==> src/design/sobel_edge_magnitude_unit_assert.svh <==
// Assertion macros, clocked on clock, disabled during reset.
`ifndef SOBEL_EDGE_MAGNITUDE_UNIT_ASSERT_SVH
`define SOBEL_EDGE_MAGNITUDE_UNIT_ASSERT_SVH

// Same-cycle implication.
`define SEM_ASSERT_IMPL(lbl, a, b, msg) \
   lbl: assert property (@(posedge clock) disable iff (reset) (a) |-> (b)) else $error(msg);

// Next-cycle implication.
`define SEM_ASSERT_NEXT(lbl, a, b, msg) \
   lbl: assert property (@(posedge clock) disable iff (reset) (a) |=> (b)) else $error(msg);

`endif

==> src/design/sem_pkg.sv <==
`default_nettype none
package sem_pkg;

   localparam int MAX_WIDTH  = 2048;
   localparam int MAX_HEIGHT = 2048;

   localparam int DIM_W   = 12;                    // config register width
   localparam int COL_W   = $clog2(MAX_WIDTH);
   localparam int ROW_W   = $clog2(MAX_HEIGHT);
   localparam int POS_W   = COL_W + ROW_W;
   localparam int TOTAL_W = POS_W + 1;
   localparam int PIX_W   = 8;
   localparam int MAG_W   = 11;
   localparam int GRAD_W  = PIX_W + 2;             // |gx|, |gy| <= 1020
   localparam int RAD_W   = 2 * MAG_W;             // radicand, padded to even
   localparam int REM_W   = MAG_W + 1;
   localparam int ROOT_STEPS = MAG_W;
   localparam int CNT_W   = $clog2(ROOT_STEPS);

   localparam logic [DIM_W-1:0] WIDTH_RESET  = DIM_W'(640);
   localparam logic [DIM_W-1:0] HEIGHT_RESET = DIM_W'(480);

   localparam logic REG_FRAME_WIDTH  = 1'b0;
   localparam logic REG_FRAME_HEIGHT = 1'b1;

   localparam logic KIND_PIXEL = 1'b0;
   localparam logic KIND_DRAIN = 1'b1;

   typedef enum logic [2:0] {
      ST_IDLE,
      ST_READ,
      ST_GRAD,
      ST_SQUARE,
      ST_ROOT,
      ST_EMIT
   } state_type;

   typedef struct packed {
      logic capture;     // latch pixel, issue row store reads
      logic step;        // shift window, write row stores, advance counters
      logic grad;        // form |gx|, |gy|
      logic square;      // sum of squares, start root
      logic root_step;   // one root digit
      logic clear_mag;   // result is zero
      logic emit;        // load output register, advance position
   } cmd_type;

   typedef struct packed {
      logic draining;
      logic due;
      logic interior;
      logic root_last;
   } status_type;

endpackage
`default_nettype wire

==> src/design/sem_control.sv <==
`default_nettype none
module sem_control (
   input  wire logic                clock,
   input  wire logic                reset,
   input  wire logic                req_valid,
   input  wire logic                req_kind,
   output logic                     req_ready,
   output logic                     rsp_valid,
   input  wire logic                rsp_ready,
   output sem_pkg::cmd_type         cmd,
   input  wire sem_pkg::status_type status
);

   sem_pkg::state_type state_ff, state_in;
   logic rsp_valid_ff, rsp_valid_in;
   logic accept, out_free;

   assign req_ready = state_ff == sem_pkg::ST_IDLE;
   assign accept    = req_valid && req_ready;
   assign out_free  = !rsp_valid_ff || rsp_ready;
   assign rsp_valid = rsp_valid_ff;

   always_comb begin
      state_in = state_ff;
      unique case (state_ff)
         sem_pkg::ST_IDLE: begin
            if (accept) begin
               priority if (status.draining)          state_in = sem_pkg::ST_EMIT;
               else if (req_kind == sem_pkg::KIND_PIXEL) state_in = sem_pkg::ST_READ;
               else                                   state_in = sem_pkg::ST_IDLE;
            end
         end
         sem_pkg::ST_READ: state_in = sem_pkg::ST_GRAD;
         sem_pkg::ST_GRAD: begin
            priority if (!status.due)     state_in = sem_pkg::ST_IDLE;
            else if (!status.interior)    state_in = sem_pkg::ST_EMIT;
            else                          state_in = sem_pkg::ST_SQUARE;
         end
         sem_pkg::ST_SQUARE: state_in = sem_pkg::ST_ROOT;
         sem_pkg::ST_ROOT: begin
            if (status.root_last) state_in = sem_pkg::ST_EMIT;
         end
         sem_pkg::ST_EMIT: begin
            if (out_free) state_in = sem_pkg::ST_IDLE;
         end
         default: state_in = sem_pkg::ST_IDLE;
      endcase
   end

   always_comb begin
      cmd = '0;
      unique case (state_ff)
         sem_pkg::ST_IDLE: begin
            cmd.capture   = accept && !status.draining
                            && (req_kind == sem_pkg::KIND_PIXEL);
            cmd.clear_mag = accept && status.draining;
         end
         sem_pkg::ST_READ:   cmd.step      = 1'b1;
         sem_pkg::ST_GRAD: begin
            cmd.grad      = 1'b1;
            cmd.clear_mag = !status.interior;
         end
         sem_pkg::ST_SQUARE: cmd.square    = 1'b1;
         sem_pkg::ST_ROOT:   cmd.root_step = 1'b1;
         sem_pkg::ST_EMIT:   cmd.emit      = out_free;
         default:            cmd           = '0;
      endcase
   end

   always_comb begin
      rsp_valid_in = rsp_valid_ff && !rsp_ready;
      if (cmd.emit) begin
         rsp_valid_in = 1'b1;
      end
   end

   always_ff @(posedge clock) begin
      if (reset) begin
         state_ff     <= sem_pkg::ST_IDLE;
         rsp_valid_ff <= 1'b0;
      end else begin
         state_ff     <= state_in;
         rsp_valid_ff <= rsp_valid_in;
      end
   end

`include "sobel_edge_magnitude_unit_assert.svh"

   `SEM_ASSERT_NEXT(a_pixel_reads, accept && !status.draining && req_kind == sem_pkg::KIND_PIXEL, state_ff == sem_pkg::ST_READ, "pixel transfer did not start a row store read")
   `SEM_ASSERT_NEXT(a_emit_loads, cmd.emit, rsp_valid_ff, "emit did not present a result")
   `SEM_ASSERT_IMPL(a_no_overwrite, cmd.emit, !rsp_valid_ff || rsp_ready, "result overwritten before transfer")
   `SEM_ASSERT_IMPL(a_border_zero, state_ff == sem_pkg::ST_GRAD && !status.interior, cmd.clear_mag, "border position not cleared")

endmodule
`default_nettype wire

==> config.mk <==
export PLATFORM = sky130hd
export DESIGN_NAME = sem_control
export DESIGN_NICKNAME = d
export VERILOG_FILES = /design/src/design/sem_pkg.sv /design/src/design/sem_control.sv
export VERILOG_INCLUDE_DIRS = /design/src /design/src/design
export SDC_FILE = /design/constraint.sdc
export NUM_CORES = 1
export LEC_CHECK = 0
export ABC_AREA = 1
export BUFFER_PORTS_ARGS = -buffer_cell sky130_fd_sc_hd__buf_2
export CELL_PAD_IN_SITES_DETAIL_PLACEMENT = 0
export CELL_PAD_IN_SITES_GLOBAL_PLACEMENT = 1
export CORE_AREA = 2 2 39 41
export CTS_CLUSTER_SIZE = 12
export DETAILED_ROUTE_END_ITERATION = 7
export DIE_AREA = 0 0 41 43
export HOLD_SLACK_MARGIN = 0.06
export PLACE_DENSITY = 0.73
export SKIP_LAST_GASP = 1
export SYNTH_ARGS = -nofsm -noshare
export SYNTH_HDL_FRONTEND = slang
export SYNTH_SLANG_ARGS = --single-unit
==> constraint.sdc <==
create_clock -name clock -period 1.34 [get_ports clock]
set_input_delay 0.134 -clock clock [delete_from_list [all_inputs] [get_ports clock]]
set_output_delay 0.134 -clock clock [all_outputs]
set_load 0.03 [all_outputs]
==> results_dict.tcl <==
set metrics [dict create \
    p_sw_uw 318 \
    max_freq_mhz 769 \
    antenna_found_initial 0 \
    min_period_over_period_pct 97.1 \
    drt_first_iter_violations 7 \
    grt_pass1_wl_um 1210 \
    synth_cell_types 16 \
    power_frac_seq_pct 26.6 \
    finalNonFillerCells 88 \
    max_stage_delay_ns 0.36 \
    cp.arrival_ns 1.17 \
    irDropWorstVdd_mv 0.581 \
    avgViaCountPerCell 4.43 \
    leakagePower_nw 0.268 \
    tightest_slew_ns 0.189 \
    hpwl_um 662 \
    path_clk_slew_ns 0.03 \
    vias 390 \
    ant_nets 0 \
    wirelength_um 805 \
    cts-root-buf "clkbuf_4" \
    grt_setup_unrepaired "yes" \
    die_area_sq_mm 0.00176 \
    clock-sinks 4 \
    avgSynthCellArea_sq_um 6.21 \
    swShare_pct 44.9 \
    n_fill_cell 149 \
    cts_made_buffers 3 \
    drcViolationCount 0 \
    grt_pass1_vias 325 \
    synth_cells 52 \
    relSlewSlack_pct 87.4 \
    critPathKind "flop to output pin" \
    final_util_pct 37.0 \
    setup_viol 0 \
    final_hold_viol_count 0 \
    min_path_type "input pin to flop" \
    crit_buf_inv 1 \
    drive_gt1_share_pct 52.8 \
    outcome "complete, no violations" \
    start_util_pct 23.3 \
    path_common_cell "nor3_4" \
    crit_family "simple AND/OR/NAND/NOR gates" \
    cts.path.max_buffers 2 \
    gp_congestion 0.623 \
    design_area_sq_um 512 \
    clkLatencyLatePin_ns 0.24 \
    io_pins 18 \
    p_clk_share_pct 21.1 \
    synthesis.nets 61 \
    synth_seq_cells 4 \
    internal_power_uw 390 \
    die_width_um 41 \
    insertedDiodeCount 0 \
    power_density_mw_per_mm2 1380 \
    core_sq_mm 0.00138 \
    htree_levels 1 \
    portBuffers 17 \
    syn_to_final_growth_pct 58.5 \
    post_dp_cell_area_sq_um 445 \
    layout_min_cycle_time_ns 1.30 \
    cp_slowest_cell "dfxtp_4" \
    skew_ns 0.00359 \
    grt_use_total_pct 10.5 \
    cts_tree "built" \
    dp.cells 83 \
    yosysWarnings 0 \
    timing.hold.ws_ns 0.109 \
    wire_per_inst_um 9.15 \
    critical_path.max_fanout 5 \
    nNetsFinal 83 \
    drv_slew 0 \
    rows 14 \
    p_comb_share_pct 52.3 \
    required_ns 1.21 \
    crit_chain "nor3_4 > nand2_2 > nor3_4 > buf_6" \
    grt_max_degree 9 \
    ys_seq_area_share_pct 24.8 \
    endpoint_kind "output pin" \
    syn_area_sq_um 323 \
    maxCapViolations 0 \
    die_h_um 43 \
    overflow 0 \
    first_pass_iters 4 \
    start_kind "flop" \
]
cell type report:
cell class / instances / area [sq um] / share of cell area (%)
Multi-Input combinational cell: 34 / 218 / 42.5
Timing Repair Buffer: 19 / 118 / 23.0
Sequential cell: 4 / 88.8 / 17.4
Tap cell: 16 / 20.0 / 3.91
Clock buffer: 3 / 22.5 / 4.40
Inverter: 12 / 45.0 / 8.80
metal layers:
metal	GRT usage [%]	routed length, um	vias to the layer above
met5	0	0	-
met4	4.00	0	0
met3	6.28	70	0
met2	14.4	374	17
met1	12.9	360	164
li1	-	-	209
state kept, by name, indices dropped and copies added, names as in the netlist:
register / flops
state_ff: 3
rsp_valid: 1
cells in the mapped netlist:
library cell | n | share of area [%]
nor2_2 | 3 | 5.8
a21oi_1 | 4 | 6.2
a21oi_2 | 2 | 5.4
o22ai_1 | 1 | 1.9
nand3b_1 | 1 | 2.3
nand2_1 | 8 | 9.3
o21ai_0 | 1 | 1.5
inv_1 | 10 | 12
nand3_1 | 8 | 12
nor3_2 | 2 | 6.2
buf_2 | 1 | 1.5
buf_6 | 1 | 3.5
dfxtp_1 | 4 | 25
nor2_1 | 3 | 3.5
nor3_1 | 1 | 1.5
inv_2 | 2 | 2.3
power groups by stage:
stage	Sequential, mW	Combinational [mW]	Clock, mW
floorplan	0.161	0.295	0
global placement	0.187	0.339	0
detailed placement	0.188	0.339	0
CTS	0.188	0.364	0.158
global route	0.193	0.410	0.165
finish	0.188	0.370	0.149
worst paths after layout:
path	start	endpoint	slack (ns)	depth (start not counted)
setup / recovery	state_ff[2]$_SDFFE_PP0P_	cmd[6]	0.04	4
hold / removal	reset	state_ff[2]$_SDFFE_PP0P_	0.11	2
setup reg to reg	state_ff[1]$_SDFFE_PP0P_	state_ff[2]$_SDFFE_PP0P_	0.19	6
hold reg to reg	rsp_valid$_SDFF_PP0_	rsp_valid$_SDFF_PP0_	0.52	2
through the flow:
step / setup slack, ns / power (mW) / TNS, ns
global placement: 0.123 / 0.526 / 0
floorplan: -0.0177 / 0.455 / -0.0177
global route: -0.0518 / 0.768 / -0.0907
CTS: 0.00155 / 0.710 / 0
finish: 0.0390 / 0.707 / 0
detailed placement: 0.138 / 0.527 / 0
cell usage in the layout, fill, tap and decap left out, types with 3 or more instances in the layout:
master     n
nor2_2     3
a21oi_1    4
clkbuf_4   4
buf_4      3
nor2_1     3
nand2_1    6
inv_1     10
buf_2     13
nand3_1    8
cells by family (layout without fill, tap and decap cells):
family,after synthesis,after routing,synth area share [%]
and+or+nand+nor,26,26,41.1
DFF,4,4,24.8
AOI/OAI and AO/OA,8,8,15.1
buffers and inverters,14,34,19.0
what timing repair did:
item | 4_1_cts | 5_1_grt
hold buffers | 0 | 0
buffers inserted | 1 | 1
setup endpoints to repair | 5 | 5
gates resized for setup | 8 | 5
pin swaps | 3 | 2
Power figures use the tool's default switching activity.
